`config.mk`:
```
export PLATFORM = sky130hd
export DESIGN_NAME = nns_queue
export DESIGN_NICKNAME = d
export VERILOG_FILES = /design/src/hdl/nns_pkg.sv /design/src/hdl/nns_queue.sv
export SDC_FILE = /design/constraint.sdc
export NUM_CORES = 1
export LEC_CHECK = 0
export ABC_AREA = 1
export BUFFER_PORTS_ARGS = -buffer_cell sky130_fd_sc_hd__buf_2
export CAP_MARGIN = 20
export CORE_MARGIN = 10
export CORE_UTILIZATION = 58
export CTS_CLUSTER_SIZE = 8
export DETAILED_ROUTE_END_ITERATION = 10
export PLACE_DENSITY = 0.8
export SYNTH_ARGS = -nofsm -noshare
export SYNTH_HDL_FRONTEND = slang
export SYNTH_SLANG_ARGS = --single-unit
```
`constraint.sdc`:
```
create_clock -name clk -period 4.2 [get_ports clk]
set_input_delay 0.21 -clock clk [delete_from_list [all_inputs] [get_ports clk]]
set_output_delay 0.21 -clock clk [all_outputs]
set_load 0.01 [all_outputs]
```
`src/hdl/nns_pkg.sv`:
```
// Shared types, constants and helpers of the nearest-neighbor image scaler.
`timescale 1ns / 1ps
`default_nettype none

package nns_pkg;

	localparam int MAX_SOURCE_WIDTH_DEF = 2048;
	localparam int QUEUE_DEPTH = 4;

	localparam logic [11:0] SOURCE_WIDTH_RST   = 12'd1;
	localparam logic [15:0] OUTPUT_WIDTH_RST   = 16'd1;
	localparam logic [15:0] OUTPUT_HEIGHT_RST  = 16'd1;
	localparam logic [23:0] INVERSE_FACTOR_RST = 24'd65536;

	typedef enum logic {
		OP_LOAD = 1'b0,
		OP_EMIT = 1'b1
	} opcode_t;

	typedef enum logic [1:0] {
		KIND_PIXEL    = 2'd0,
		KIND_PAD      = 2'd1,
		KIND_NEED_ROW = 2'd2,
		KIND_DONE     = 2'd3
	} kind_t;

	typedef enum logic [1:0] {
		REG_SOURCE_WIDTH   = 2'd0,
		REG_OUTPUT_WIDTH   = 2'd1,
		REG_OUTPUT_HEIGHT  = 2'd2,
		REG_INVERSE_FACTOR = 2'd3
	} reg_index_t;

	typedef struct packed {
		opcode_t     opcode;
		logic [10:0] column;
		logic [15:0] source_row;
		logic [7:0]  red_in;
		logic [7:0]  green_in;
		logic [7:0]  blue_in;
	} in_t;

	typedef struct packed {
		kind_t       kind;
		logic [7:0]  red_out;
		logic [7:0]  green_out;
		logic [7:0]  blue_out;
		logic [15:0] wanted_row;
		logic        row_end;
	} out_t;

	typedef struct packed {
		logic [11:0] source_width;
		logic [15:0] output_width;
		logic [15:0] output_height;
		logic [23:0] inverse_factor;
	} cfg_t;

	// One classified beat handed from the front to the back. The argument is the
	// buffer column for a load, the output column for a pixel and the wanted
	// source row for a row request.
	typedef struct packed {
		logic        load;
		kind_t       kind;
		logic        row_end;
		logic [15:0] arg;
		logic [23:0] rgb;
	} op_t;

	// Q24.16 product to a 16-bit index, saturating.
	function automatic logic [15:0] sat_index(input logic [39:0] prod);
		sat_index = (|prod[39:32]) ? 16'hFFFF : prod[31:16];
	endfunction

endpackage

`default_nettype wire

```
`src/hdl/nns_queue.sv`:
```
// Short queue of classified beats between the front and the back.
`timescale 1ns / 1ps
`default_nettype none

module nns_queue import nns_pkg::*; (
	input  wire logic clk,
	input  wire logic arst_n,
	input  wire logic push,
	input  wire op_t  push_op,
	output logic      full,
	input  wire logic pop,
	output logic      pop_valid,
	output op_t       pop_op
);

	localparam int PW = (QUEUE_DEPTH > 1) ? $clog2(QUEUE_DEPTH) : 1;
	localparam int CW = $clog2(QUEUE_DEPTH + 1);
	localparam logic [PW-1:0] LastPtr = PW'(QUEUE_DEPTH - 1);
	localparam logic [CW-1:0] FullCnt = CW'(QUEUE_DEPTH);

	op_t           slot_q [QUEUE_DEPTH];
	logic [PW-1:0] wr_ptr_q;
	logic [PW-1:0] rd_ptr_q;
	logic [CW-1:0] count_q;
	logic          do_push;
	logic          do_pop;

	assign full      = (count_q == FullCnt);
	assign pop_valid = (count_q != '0);
	assign pop_op    = slot_q[rd_ptr_q];
	assign do_push   = push && !full;
	assign do_pop    = pop && pop_valid;

	always_ff @(posedge clk) begin
		if (do_push) begin
			slot_q[wr_ptr_q] <= push_op;
		end
	end

	always_ff @(posedge clk or negedge arst_n) begin
		if (!arst_n) begin
			wr_ptr_q <= '0;
			rd_ptr_q <= '0;
			count_q  <= '0;
		end else begin
			if (do_push) begin
				wr_ptr_q <= (wr_ptr_q == LastPtr) ? '0 : wr_ptr_q + PW'(1);
			end
			if (do_pop) begin
				rd_ptr_q <= (rd_ptr_q == LastPtr) ? '0 : rd_ptr_q + PW'(1);
			end
			if (do_push && !do_pop) begin
				count_q <= count_q + CW'(1);
			end else if (do_pop && !do_push) begin
				count_q <= count_q - CW'(1);
			end
		end
	end

endmodule

`default_nettype wire

```
# == Word level (Yosys, flattened, before mapping) ==
# Memory sizes are Yosys's and may differ from the RTL's.
# Index checks and enable logic that the tools add are counted.
# word_totals
output_inout_bits,46
inputBits,48
n_memories,1
regBits,7
mem_bits_rw,176
# mem_list
name,depth,width,rd,rd_ports_with_merged_regs,write_ports,line_no,text
slot_q,4,44,1,0,1,nns_queue.sv:21,op_t slot_q [QUEUE_DEPTH];
# op_classes
reduce_logical,9
mux,6
eq_ne,3
n_addsub,4
# op_table
cell,n
3-bit two-way mux,2
"2-bit by 1-bit adder with 2-bit output, second input constant",2
"2-bit equality test, second input constant",2
1-bit logical AND,4
2-bit two-way mux,2
"3-bit by 1-bit adder with 3-bit output, second input constant",1
"3-bit equality test, second input constant",1
1-bit logical NOT,3
3-bit nonzero test,1
"3-bit by 1-bit subtractor with 3-bit output, second input constant",1
1-bit two-way mux,2
2-bit nonzero test,1

# == Depth between registers and ports, before layout ==
# depth
ltp_word,7
ltp_mapped,12

# == Least setup slack after synthesis ==
# Ideal clock, no wire load.
# synth_timing
kind,register to register
from,reg count_q[0]
to,"mem slot_q[0][0] in the netlist's numbering, enable pin"
setup_ns,0.446
path_stages_with_launch,5
arrival_time_ns,2.576
period_less_slack_ns,3.022
path_slack_ns,1.178
n_path_buf,0
cell_sequence,dfrtp_1 -> inv_1 -> nand3_1 -> nand2_1 -> nor2_1
# synth_between
elab_chain_len,5
# synth_lines
item,line_no,text
start: declaration,nns_queue.sv:24,logic [CW-1:0] count_q;
start signal: assignment,nns_queue.sv:53,count_q <= count_q + CW'(1);
start signal: assignment,nns_queue.sv:55,count_q <= count_q - CW'(1);
3-bit equality test,nns_queue.sv:28,assign full = (count_q == FullCnt);
1-bit logical NOT,nns_queue.sv:31,assign do_push = push && !full;
1-bit logical AND,nns_queue.sv:31,
1-bit two-way mux,nns_queue.sv:35,if (do_push) begin
1-bit two-way mux (not written as such),nns_queue.sv:36,slot_q[wr_ptr_q] <= push_op;
end: declaration,nns_queue.sv:21,
# No other way between the ends.

# == Worst setup path in the final report ==
# layout_timing
from,reg count_q[0]
to,"mem slot_q[2][23] in the netlist's numbering, enable pin"
# Same word-level chain as after synthesis.

==> results.yml <==
finish:
  n_antenna_cell: 0
  final_common_cell: "edfxtp_1"
  area_delta_synth_final_pct: 17.9
  fin_nets: 740
  drive_gt1_frac: 0.212
  final_util: 0.701
  final_cell_mix: "edfxtp_1 (176), nand2_1 (147), inv_1 (102)"
  finalNonFillerCells: 869
floorplan:
  pin_count: 94
  core_um2: 12700
  dieHeight_um: 134
  rows: 41
  die_area_um2: 18000
  start_util: 0.595
  die_w_um: 134
logic_synthesis:
  yosys_warnings: 0
  netlist_instances: 573
  syn_area_per_cell_um2: 13.2
  ys_seq_area_frac: 0.724
  ys_seq_elements: 183
  ys_types: 17
  syn_area_um2: 7540
  synth_nets: 628
placed_design:
  dp.cells: 815
  gp_congestion: 0.769
  io_buffers: 93
  hpwl_um: 9100
power_and_ir_drop:
  finalPower_mw: 6.12
  leakage_nw: 3.59
  peakVddDrop_uv: 509
  power-per-cell-area_nw_per_um2: 689
clock_tree:
  cts_setup_buffers: 0
  cts_resized: 0
  clockBufferDepth: 2
  h-tree-depth: 4
  cts_hold_buf: 21
  insertion_delay_ns: 0.43
  cts_tree: "yes"
  cts_inserted_buffers: 17
  clk_pin_slew_ns: 0.06
  root_buffer: "clkbuf_16"
  clkSinkCount: 183
timing:
  period_share: 0.595
  setup_viol: 0
  clock_skew_ns: 0.00947
  max_clock_freq_ghz: 0.400
  drv_slew: 0
  hold_viol_final: 0
  rsz0062_at_grt: "no"
  min_period_ns: 2.50
  tightest_slew_ns: 1.01
  relSlewSlack: 0.322
  finalSetupTns_ns: 0
global_route:
  grt_pass1_vias: 4764
  grt_max_degree: 115
  grt.total_usage: 0.167
  grt_pass1_wl_um: 23700
  antenna_found_initial: 0
  grt_overflow: 0
worst_setup_path:
  crit_path_top_delay_cell: "nor2_4"
  cpPeakStageDelay_ns: 0.87
  end_kind: "register"
  cp_max_fo: 33
  crit_type: "register to register"
  critPathRequiredTime_ns: 4.31
  crit_path_start_kind: "register"
  arrival_ns: 2.61
  crit_chain: "inv_1, nand3_1, nand2_1, nor2_4, buf_4"
drt:
  dr_total_vias: 4560
  wirelength_um: 14800
  ant_nets: 0
  first_pass_iters: 5
  drt_iter0_drc: 367
  wl_per_cell_um: 17.0
  avgViaCountPerCell: 5.25
  route.detailed.drc: 0
worst_hold_path:
  hold_class: "input port to register"
run_status:
  status: "completed"
run:
  max-cap-violations: 0
[metal layers]
layer / global-route usage / up-vias / part of all wire
li1: - / 2199 / -
met1: 0.196 / 2199 / 0.41
met2: 0.278 / 138 / 0.50
met3: 0.0504 / 24 / 0.064
met4: 0.0713 / 0 / 0.022
met5: 0 / - / 0
[through the flow]
step	worst slack [ns]	hold WS, ns	area [µm²]
after floorplan	1.18	-0.0856	7540
after global placement	1.77	0.0537	8070
after detailed placement	1.65	0.0540	8070
after CTS	1.49	0.00200	8840
after global routing	1.51	0.00887	8890
final	1.70	0.00901	8890
[cells by family (layout without fill, tap and decap cells)]
family | after synthesis | after routing | synth area share
compound gates | 89 | 89 | 0.0969
xor+xnor | 1 | 1 | 0.00116
fa+ha+maj | 7 | 7 | 0.0126
buf+inv | 132 | 256 | 0.0833
flops | 183 | 183 | 0.724
simple gates | 161 | 161 | 0.0817
[final timing paths]
check / from / cells after the start / end / slack (ns)
max in group asynchronous: arst_n / 2 / rd_ptr_q[0]$_DFFE_PN0P_ / 3.87
setup reg to reg: count_q[0]$_DFFE_PN0P_ / 5 / slot_q[2][23]$_DFFE_PP_ / 1.70
hold / removal: push_op[0] / 1 / slot_q[3][0]$_DFFE_PP_ / 0.009
hold reg to reg: count_q[2]$_DFFE_PN0P_ / 2 / count_q[2]$_DFFE_PN0P_ / 0.53
min in group asynchronous: arst_n / 2 / count_q[0]$_DFFE_PN0P_ / 0.15
setup / recovery: count_q[0]$_DFFE_PN0P_ / 5 / slot_q[2][23]$_DFFE_PP_ / 1.70
[power by group]
part           switching [mW]  internal (mW)
Clock                   0.644          0.868
Combinational            1.36          0.718
Sequential              0.129           2.41
Total                    2.13           3.99
[flip-flops by register name, summed over array words and instances (netlist names)]
| signal | count |
|---|---|
| slot_q | 176 |
| count_q | 3 |
| rd_ptr_q | 2 |
| wr_ptr_q | 2 |
[Yosys cell counts]
master | instances | area share
o211ai_1 | 75 | 0.075
nand2_1 | 147 | 0.073
fa_1 | 1 | 0.0027
inv_1 | 102 | 0.051
xnor2_1 | 1 | 0.0012
ha_1 | 6 | 0.010
inv_2 | 1 | 0.00050
buf_6 | 13 | 0.019
o21ai_0 | 1 | 0.00066
dfrtp_1 | 7 | 0.023
nor2_1 | 6 | 0.0030
edfxtp_1 | 176 | 0.70
nand4_1 | 1 | 0.00083
buf_2 | 10 | 0.0066
nand3_1 | 7 | 0.0046
o211ai_2 | 13 | 0.022
buf_4 | 6 | 0.0060
[cell type report]
type / count / area [µm²]
Multi-Input combinational cell: 258 / 1480
Clock inverter: 13 / 130
Timing Repair Buffer: 122 / 781
Fill cell: 848 / 3780
Tap cell: 172 / 215
Sequential cell: 183 / 5470
Inverter: 103 / 387
Clock buffer: 18 / 429
[critical path: cells and delay by family, from the launching register on]
family / cells / cell delay (ns)
DFF: 1 / 0.41
buffers and inverters: 2 / 0.45
and+or+nand+nor: 3 / 1.30
No activity file was read; power rests on OpenSTA's default activity.
