`src/hdl/nns_pkg.sv`:
```
// Shared types, constants and helpers of the nearest-neighbor image scaler.
`timescale 1ns / 1ps
`default_nettype none

package nns_pkg;

	localparam int MAX_SOURCE_WIDTH_DEF = 2048;
	localparam int QUEUE_DEPTH = 4;

	localparam logic [11:0] SOURCE_WIDTH_RST   = 12'd1;
	localparam logic [15:0] OUTPUT_WIDTH_RST   = 16'd1;
	localparam logic [15:0] OUTPUT_HEIGHT_RST  = 16'd1;
	localparam logic [23:0] INVERSE_FACTOR_RST = 24'd65536;

	typedef enum logic {
		OP_LOAD = 1'b0,
		OP_EMIT = 1'b1
	} opcode_t;

	typedef enum logic [1:0] {
		KIND_PIXEL    = 2'd0,
		KIND_PAD      = 2'd1,
		KIND_NEED_ROW = 2'd2,
		KIND_DONE     = 2'd3
	} kind_t;

	typedef enum logic [1:0] {
		REG_SOURCE_WIDTH   = 2'd0,
		REG_OUTPUT_WIDTH   = 2'd1,
		REG_OUTPUT_HEIGHT  = 2'd2,
		REG_INVERSE_FACTOR = 2'd3
	} reg_index_t;

	typedef struct packed {
		opcode_t     opcode;
		logic [10:0] column;
		logic [15:0] source_row;
		logic [7:0]  red_in;
		logic [7:0]  green_in;
		logic [7:0]  blue_in;
	} in_t;

	typedef struct packed {
		kind_t       kind;
		logic [7:0]  red_out;
		logic [7:0]  green_out;
		logic [7:0]  blue_out;
		logic [15:0] wanted_row;
		logic        row_end;
	} out_t;

	typedef struct packed {
		logic [11:0] source_width;
		logic [15:0] output_width;
		logic [15:0] output_height;
		logic [23:0] inverse_factor;
	} cfg_t;

	// One classified beat handed from the front to the back. The argument is the
	// buffer column for a load, the output column for a pixel and the wanted
	// source row for a row request.
	typedef struct packed {
		logic        load;
		kind_t       kind;
		logic        row_end;
		logic [15:0] arg;
		logic [23:0] rgb;
	} op_t;

	// Q24.16 product to a 16-bit index, saturating.
	function automatic logic [15:0] sat_index(input logic [39:0] prod);
		sat_index = (|prod[39:32]) ? 16'hFFFF : prod[31:16];
	endfunction

endpackage

`default_nettype wire

```
`src/hdl/nns_front.sv`:
```
// Front end: accepts input beats, tracks the output cursor and held row, classifies emits.
`timescale 1ns / 1ps
`default_nettype none

module nns_front import nns_pkg::*; (
	input  wire logic clk,
	input  wire logic arst_n,
	input  wire logic item_valid,
	output logic      item_stall,
	input  wire in_t  item,
	input  wire cfg_t cfg,
	input  wire logic inv_wr,
	input  wire logic q_full,
	output logic      push,
	output op_t       push_op
);

	typedef enum logic [2:0] {
		SYNC_IDLE = 3'b001,
		SYNC_MUL  = 3'b010,
		SYNC_ADD  = 3'b100
	} sync_t;

	sync_t       sync_q, sync_d;
	logic [15:0] cx_q, cx_d;
	logic [15:0] cy_q, cy_d;
	logic [1:0]  pad_q, pad_d;
	logic        fin_q, fin_d;
	logic [15:0] hrow_q, hrow_d;
	logic        hval_q, hval_d;
	// acc_q is cursor_y times the factor; acc1_q is the same for the next row.
	logic [39:0] acc_q, acc_d;
	logic [39:0] acc1_q, acc1_d;

	logic        is_emit;
	logic        wrap_cond;
	logic        fix;
	logic        accept;
	logic        next_row;
	logic        done_now;
	logic [15:0] row;
	logic        row_miss;
	logic [15:0] cx_inc;
	logic [1:0]  pad_dec;
	logic [39:0] inv_ext;

	assign inv_ext   = 40'(cfg.inverse_factor);
	assign is_emit   = (item.opcode == OP_EMIT);
	// A cursor left past a shortened row moves to the next row before the emit.
	assign wrap_cond = !fin_q && (pad_q == 2'd0) && (cx_q >= cfg.output_width)
		&& (cfg.output_width != 16'd0);
	assign fix        = item_valid && is_emit && wrap_cond && (sync_q == SYNC_IDLE);
	assign item_stall = q_full || (sync_q != SYNC_IDLE) || (item_valid && is_emit && wrap_cond);
	assign accept     = item_valid && !item_stall;

	assign row      = sat_index(acc_q);
	assign row_miss = !hval_q || (hrow_q != row);
	assign done_now = fin_q || (cfg.output_width == 16'd0) || (cy_q >= cfg.output_height);
	assign cx_inc   = cx_q + 16'd1;
	assign pad_dec  = pad_q - 2'd1;

	always_comb begin
		sync_d   = sync_q;
		cx_d     = cx_q;
		cy_d     = cy_q;
		pad_d    = pad_q;
		fin_d    = fin_q;
		hrow_d   = hrow_q;
		hval_d   = hval_q;
		acc_d    = acc_q;
		acc1_d   = acc1_q;
		push     = 1'b0;
		push_op  = '0;
		next_row = fix;

		unique case (sync_q)
			SYNC_MUL: begin
				acc_d  = 40'(cy_q) * inv_ext;
				sync_d = SYNC_ADD;
			end
			SYNC_ADD: begin
				acc1_d = (cy_q == 16'hFFFF) ? 40'd0 : acc_q + inv_ext;
				sync_d = SYNC_IDLE;
			end
			SYNC_IDLE: begin
				sync_d = SYNC_IDLE;
			end
			default: begin
				sync_d = SYNC_IDLE;
			end
		endcase
		if (inv_wr) begin
			sync_d = SYNC_MUL;
		end

		if (accept) begin
			push = 1'b1;
			if (!is_emit) begin
				push_op.load = 1'b1;
				push_op.arg  = 16'(item.column);
				push_op.rgb  = {item.red_in, item.green_in, item.blue_in};
				hrow_d       = item.source_row;
				hval_d       = 1'b1;
			end else if (done_now) begin
				fin_d        = 1'b1;
				push_op.kind = KIND_DONE;
			end else if (pad_q != 2'd0) begin
				push_op.kind = KIND_PAD;
				if (pad_dec == 2'd0) begin
					push_op.row_end = 1'b1;
					next_row        = 1'b1;
				end else begin
					pad_d = pad_dec;
				end
			end else if (row_miss) begin
				push_op.kind = KIND_NEED_ROW;
				push_op.arg  = row;
			end else begin
				push_op.kind = KIND_PIXEL;
				push_op.arg  = cx_q;
				if ((cx_inc == cfg.output_width) || (cx_inc == 16'd0)) begin
					if (cfg.output_width[1:0] == 2'd0) begin
						push_op.row_end = 1'b1;
						next_row        = 1'b1;
					end else begin
						cx_d  = cfg.output_width;
						pad_d = cfg.output_width[1:0];
					end
				end else begin
					cx_d = cx_inc;
				end
			end
		end

		if (next_row) begin
			cx_d   = 16'd0;
			pad_d  = 2'd0;
			cy_d   = cy_q + 16'd1;
			acc_d  = acc1_q;
			acc1_d = (cy_d == 16'hFFFF) ? 40'd0 : acc1_q + inv_ext;
		end
	end

	always_ff @(posedge clk or negedge arst_n) begin
		if (!arst_n) begin
			sync_q <= SYNC_IDLE;
			cx_q   <= '0;
			cy_q   <= '0;
			pad_q  <= '0;
			fin_q  <= 1'b0;
			hrow_q <= '0;
			hval_q <= 1'b0;
			acc_q  <= '0;
			acc1_q <= 40'(INVERSE_FACTOR_RST);
		end else begin
			sync_q <= sync_d;
			cx_q   <= cx_d;
			cy_q   <= cy_d;
			pad_q  <= pad_d;
			fin_q  <= fin_d;
			hrow_q <= hrow_d;
			hval_q <= hval_d;
			acc_q  <= acc_d;
			acc1_q <= acc1_d;
		end
	end

endmodule

`default_nettype wire

```
`config.mk`:
```
export PLATFORM = sky130hd
export DESIGN_NAME = nns_front
export DESIGN_NICKNAME = d
export VERILOG_FILES = /design/src/hdl/nns_pkg.sv /design/src/hdl/nns_front.sv
export SDC_FILE = /design/constraint.sdc
export NUM_CORES = 1
export LEC_CHECK = 0
export ABC_AREA = 1
export BUFFER_PORTS_ARGS = -buffer_cell sky130_fd_sc_hd__buf_2
export CORE_AREA = 2 2 209 211
export DETAILED_ROUTE_END_ITERATION = 10
export DIE_AREA = 0 0 211 213
export PLACE_DENSITY = 0.76
export SETUP_SLACK_MARGIN = 0.05
export SYNTH_ARGS = -nofsm -noshare
export SYNTH_HDL_FRONTEND = slang
export SYNTH_SLANG_ARGS = --single-unit
export TNS_END_PERCENT = 10
```
`constraint.sdc`:
```
create_clock -name clk -period 7.3 [get_ports clk]
set_clock_uncertainty 0.05 [all_clocks]
set_input_delay 1.46 -clock clk [delete_from_list [all_inputs] [get_ports clk]]
set_output_delay 1.46 -clock clk [all_outputs]
set_load 0.02 [all_outputs]
```
# Yosys cells after proc, flatten, opt, wreduce, memory -nomap -nowiden
# Cells that the tools add are included.
# Widths: inputs -> output; s select.
[totals]
reg_bits = 135
latch_bits = 0
mem_bits_rw = 0
romBits = 0
out_inout_bits = 46
word_cells = 116
mem_count = 0
[classes]
addsub = 5
mul = 1
div_mod_pow = 0
order_cmp = 2
eq_ne = 15
shifts = 0
muxes = 50
bitwise_logic = 1
reduce_logical = 33
[ops]
columns = ["operator", "n"]
rows = [
  ["$mux 40", 6],
  ["$mux 16", 12],
  ["$add 40x24->40", 2],
  ["$mux 44", 1],
  ["$mul 16x24->40", 1],
  ["$add 16x1->16 const B", 2],
  ["$eq 16x16->1 const B", 2],
  ["$ge 16x16->1", 2],
  ["$logic_not 16->1", 2],
  ["$mux 24", 1],
  ["$mux 2", 11],
  ["$mux 17", 1],
  ["$eq 16x16->1", 1],
  ["$ne 16x16->1", 1],
  ["$reduce_bool 16->1", 1],
  ["$mux 1", 14],
  ["$mux 3", 4],
  ["$reduce_bool 2->1", 5],
  ["$ne 3x3->1 const B", 3],
  ["$reduce_or 8->1", 1],
  ["$logic_and 1x1->1", 7],
  ["$reduce_and 7->1", 1],
  ["$logic_not 2->1", 3],
  ["$logic_or 1x1->1", 6],
  ["13 further kinds", 17],
]

# Depth between registers and ports, before layout
[depth]
ltp_word = 15
ltp_mapped = 29
mapped_depth_nobuf = 27

# Worst setup path after synthesis
# No wires, ideal clock.
[synth_path]
kind = "input to register"
start = "input port cfg[13] (netlist bit)"
end = "register acc_q[27]"
setup_ns = 0.131
arrival_ns = 6.856
t_required_ns = 7.119
path_slack_ns = 0.263
stages = 26
path_cell_list = "clkbuf_1 clkbuf_1 nand2_1 fa_1 inv_1 fa_1 inv_1 fa_1 inv_1 fa_1 fa_1 inv_1 fa_1 inv_1 ha_1 a21oi_1 inv_1 nor2_1 o21ai_0 a21oi_1 inv_1 a21oi_1 o21ai_0 or2_2 nand3_1 o211ai_1"
[synth_between]
elab_chain_len = 3
[synth_rtl]
columns = ["item", "line", "text"]
rows = [
  ["start, declared", "nns_front.sv:11", "input wire cfg_t cfg,"],
  ["$mul 16x24->40", "nns_front.sv:78", "acc_d = 40'(cy_q) * inv_ext;"],
  ["$mux 40", "nns_front.sv:76", "unique case (sync_q)"],
  ["$mux 40", "nns_front.sv:135", "if (next_row) begin"],
  ["end signal, assigned", "nns_front.sv:153", "acc_q <= '0;"],
  ["end signal, assigned", "nns_front.sv:163", "acc_q <= acc_d;"],
  ["end, declared", "nns_front.sv:32", "logic [39:0] acc_q, acc_d;"],
]
# No other way between the ends. The select of a mux whose other input is x is not followed.
# A chain may end at the register's enable or synchronous reset.

# Final worst setup path
[layout_path]
start = "input port cfg[12] (netlist bit)"
end = "register acc_q[30]"
# Same word-level chain as after synthesis.

==> tab_implementation.tex <==
\begin{tabular}{lr}
\hline
Metric & Value \\
\hline
\multicolumn{2}{l}{\textbf{Pwr}} \\
\quad Leakage power summed over all cells & 15.5 nW \\
\quad Highest ir drop seen on vdd & 0.135 mV \\
\quad Power per cell area & 111 nW/um\^{}2 \\
\multicolumn{2}{l}{\textbf{Global routing}} \\
\quad Pin count of the biggest net entering global routing & 71 \\
\quad Final global-route overflow total & 0 \\
\quad Wire length of the first global-routing pass & 122,000 um \\
\quad Vias in the first global route & 23,600 \\
\quad Number of antenna violations at the first check in global routing & 6 \\
\quad Total Routing Usage GR & 0.348 \\
\multicolumn{2}{l}{\textbf{Synthesis}} \\
\quad Total number of yosys warnings & 0 \\
\quad Average footprint of a synthesized cell & 6.91 sq um \\
\quad Post-synth ARST share & 1.00 \\
\quad Net Count, Synth & 4,308 \\
\quad Number of flops mapped to enable cells by yosys & 0 \\
\quad Synthesized cell area & 25,400 sq um \\
\quad Multiplexer share of the synthesized area & 0 \\
\quad Adder-cell share of the synthesized area & 0.339 \\
\quad Number of flip-flops and latches in the synthesized netlist & 135 \\
\quad Synth Area in Simple Gates & 0.264 \\
\quad Synth Area in Compound Gates & 0.0944 \\
\quad Portion of the post-synthesis area used by sequential elements & 0.133 \\
\quad Fraction of synthesized cell area in xor and xnor cells & 0.0283 \\
\quad Number of distinct standard cells referenced by the synthesized netlist & 48 \\
\quad Largest family of logic cells by synthesized area & adder cells \\
\quad Cell count after synthesis & 3,680 \\
\quad Dominant synthesized flop cell & dfrtp\_1 \\
\multicolumn{2}{l}{\textbf{Floorplan}} \\
\quad Horizontal extent of the die & 211 um \\
\quad Starting density of the core & 0.595 \\
\quad Ports placed on the boundary & 171 \\
\quad Die Y-Extent & 213 um \\
\quad Placement Rows & 76 \\
\quad Core area & 42,700 sq um \\
\quad Die footprint & 44,900 sq um \\
\multicolumn{2}{l}{\textbf{Run}} \\
\quad Count of maximum capacitance violations & 0 \\
\multicolumn{2}{l}{\textbf{STA}} \\
\quad RSZ-0062 raised after global routing & yes \\
\quad Final setup violation count & 0 \\
\quad Count of final hold-check violations & 0 \\
\quad Highest achievable clock rate & 144 MHz \\
\quad Slew at the pin closest to its max-slew limit & 1.24 ns \\
\quad Post-route minimum period & 6.95 ns \\
\quad Max-slew violations & 0 \\
\quad Final critical-path share of the clock period & 0.953 \\
\quad Hold Worst Slack & 0.409 ns \\
\quad Slew margin rel. & 0.171 \\
\multicolumn{2}{l}{\textbf{Clocking}} \\
\quad CTS Buffer Depth & 2 \\
\quad Number of H-tree levels & 4 \\
\quad Buffer type at the clock tree root & clkbuf\_16 \\
\quad CTS sink cnt & 135 \\
\quad Clock transition at the register clock pins on the worst setup and hold paths after CTS & 0.06 ns \\
\quad Clock tree from TritonCTS & done \\
\quad Insertion delay to the later sink of the worst-skew pair & 0.46 ns \\
\quad Number of buffers created by CTS & 17 \\
\quad Hold buffer count at CTS & 0 \\
\multicolumn{2}{l}{\textbf{Critical path}} \\
\quad Cell count of the worst reg-to-reg path & 26 \\
\quad Critical path class & in2reg \\
\quad CP Launch Point & cfg[12] \\
\quad Data arrival time of the worst path & 7.23 ns \\
\quad Reg2Reg Capture Point & acc\_q[30] \\
\quad Crit end category & flop \\
\quad Setup slack of the worst register-to-register path & 0.71 ns \\
\quad Maximum fanout encountered on the critical timing path & 9 \\
\quad Crit path to & acc\_q[30] \\
\quad Reg-to-reg critical path startpoint & cy\_q[5] \\
\quad Required time at the endpoint of the critical path & 7.57 ns \\
\quad Nature of the critical path startpoint & input pin \\
\multicolumn{2}{l}{\textbf{Finish}} \\
\quad Non-filler cells in the finished layout & 4,389 \\
\quad Syn-to-layout area delta & 9.58\% \\
\quad Leading cell types in the layout, fill and taps excluded & nand2\_1 (961), inv\_1 (777), fa\_1 (308), nand3\_1 (259), nor2\_1 (232) \\
\quad Fillcell total & 3,992 \\
\quad Total Nets Final & 4,457 \\
\quad Fraction of layout instances using a drive strength above 1 & 0.0942 \\
\quad Most common cell after layout, fill and taps aside & nand2\_1 \\
\multicolumn{2}{l}{\textbf{Route}} \\
\quad Vias post-DR & 24,300 \\
\quad Vias per Instance & 5.55 \\
\quad Mean routed wirelength per cell & 17.2 um \\
\quad Final routed DRC violation total & 0 \\
\quad Detailed router's first-iteration violation count & 2,135 \\
\quad Router iterations before antenna repair & 6 \\
\quad Total wire length after detailed routing & 75,500 um \\
\quad Antenna-violating nets left & 0 \\
\multicolumn{2}{l}{\textbf{Run status}} \\
\quad Status & complete, no violations \\
\multicolumn{2}{l}{\textbf{Placement}} \\
\quad Buffers on Ports & 158 \\
\quad Number of placed instances with taps included & 4,356 \\
\quad Post-detailed-placement half-perimeter wirelength & 62,400 um \\
\quad Last weighted congestion value of the routability-driven placer & 0.965 \\
\multicolumn{2}{l}{\textbf{Worst hold path}} \\
\quad Class of the most critical hold timing path & reg2reg \\
\hline
\end{tabular}
## synthesized netlist by cell type (3+ instances only)
cell / number / area share
or2_2: 26 / 0.0064
inv_1: 777 / 0.11
fa_1: 308 / 0.24
xnor2_1: 30 / 0.010
nand3_2: 4 / 0.0016
o211ai_1: 44 / 0.013
o21a_1: 13 / 0.0038
buf_6: 9 / 0.0040
a31oi_1: 18 / 0.0044
nand3_1: 259 / 0.051
nor4_1: 8 / 0.0020
xor2_1: 52 / 0.018
buf_4: 3 / 0.00089
nand3b_1: 6 / 0.0018
o21bai_1: 7 / 0.0021
buf_1: 15 / 0.0022
nor3_1: 44 / 0.0087
a211oi_1: 4 / 0.0012
nor2_1: 233 / 0.034
nand2_2: 3 / 0.00074
nand4_1: 52 / 0.013
a21o_1: 9 / 0.0027
o221ai_1: 8 / 0.0028
a21oi_1: 134 / 0.026
buf_2: 14 / 0.0028
ha_1: 195 / 0.096
clkbuf_1: 112 / 0.017
o21ai_1: 15 / 0.0030
o21ai_0: 153 / 0.030
a21boi_0: 4 / 0.0012
inv_2: 3 / 0.00044
nand2_1: 961 / 0.14
dfrtp_1: 133 / 0.13
## repair_timing
action	CTS	global route
gates resized for setup	0	1
setup endpoints to repair	0	2
buffers inserted	0	0
## final cells by class
class	instances	area, sq um	area share
clock buffers	19	433	0.0155
repair buffers	285	1800	0.0646
clock inverters	13	180	0.00647
flip-flops and latches	135	3380	0.121
inverters	780	2930	0.105
multi-input cells	2610	18400	0.662
diodes	1	2.50	0.0000898
well taps	546	683	0.0245
## registers in the layout, indices dropped and copies added, names as in the netlist
name and count:
sync_q 3, hval_q 1, pad_q 2, hrow_q 16, acc_q 40, cx_q 16, acc1_q 40, cy_q 16
fin_q 1
## kinds of logic after synthesis
kind of cell / after synthesis
compound gates: 421
fa+ha+maj: 503
simple gates: 1604
xor+xnor: 82
buf+inv: 935
flops: 135
## routing by layer
metal / global-route usage / up-vias / wire length (um)
li1: - / 11600 / -
met1: 0.478 / 11500 / 32500
met2: 0.563 / 1004 / 34300
met3: 0.0503 / 165 / 5790
met4: 0.125 / 0 / 2880
met5: 0 / - / 0
## worst min path at each step
stage          startpoint     to  slack, ns  depth (start not counted)
2_1_floorplan       fin_q  fin_q       0.38                          2
3_3_place_gp        fin_q  fin_q       0.39                          2
3_5_place_dp        fin_q  fin_q       0.40                          2
4_1_cts             fin_q  fin_q       0.42                          2
5_1_grt             fin_q  fin_q       0.47                          2
6_report            fin_q  fin_q       0.41                          2
## stage by stage
step	power, W	instance area, sq um	utilization	TNS [ns]	worst slack [ns]
4_1_cts	0.00308	27800	0.652	0	0.383
2_1_floorplan	0.00178	25400	-	0	0.263
3_3_place_gp	0.00212	27200	0.638	0	0.00148
6_report	0.00310	27900	0.652	0	0.346
3_5_place_dp	0.00213	27200	0.638	-0.0842	-0.0616
5_1_grt	0.00329	27900	0.652	0	0.0420
## worst max-delay path, cell delays in order
cell	delay, ns
buf_2	0.29
buf_4	0.19
buf_4	0.16
nand2_1	0.08
fa_1	0.49
inv_1	0.05
fa_1	0.48
fa_1	0.57
fa_1	0.46
fa_1	0.50
inv_1	0.05
fa_1	0.47
inv_1	0.04
ha_1	0.29
a21oi_1	0.16
inv_1	0.08
a31oi_1	0.24
o21ai_0	0.13
a21o_1	0.20
a21oi_1	0.17
inv_1	0.09
nand2_1	0.07
nand2_1	0.06
or2_2	0.27
nand3_1	0.10
o211ai_1	0.10
## power breakdown
| part | internal [W] | switching, W | leakage [nW] |
|---|---|---|---|
| Clock | 0.000570 | 0.000378 | 0.293 |
| Combinational | 0.000446 | 0.000768 | 13.4 |
| Sequential | 0.000854 | 0.0000872 | 1.74 |
| Total | 0.00187 | 0.00123 | 15.5 |
No activity file was read; power rests on OpenSTA's default activity.
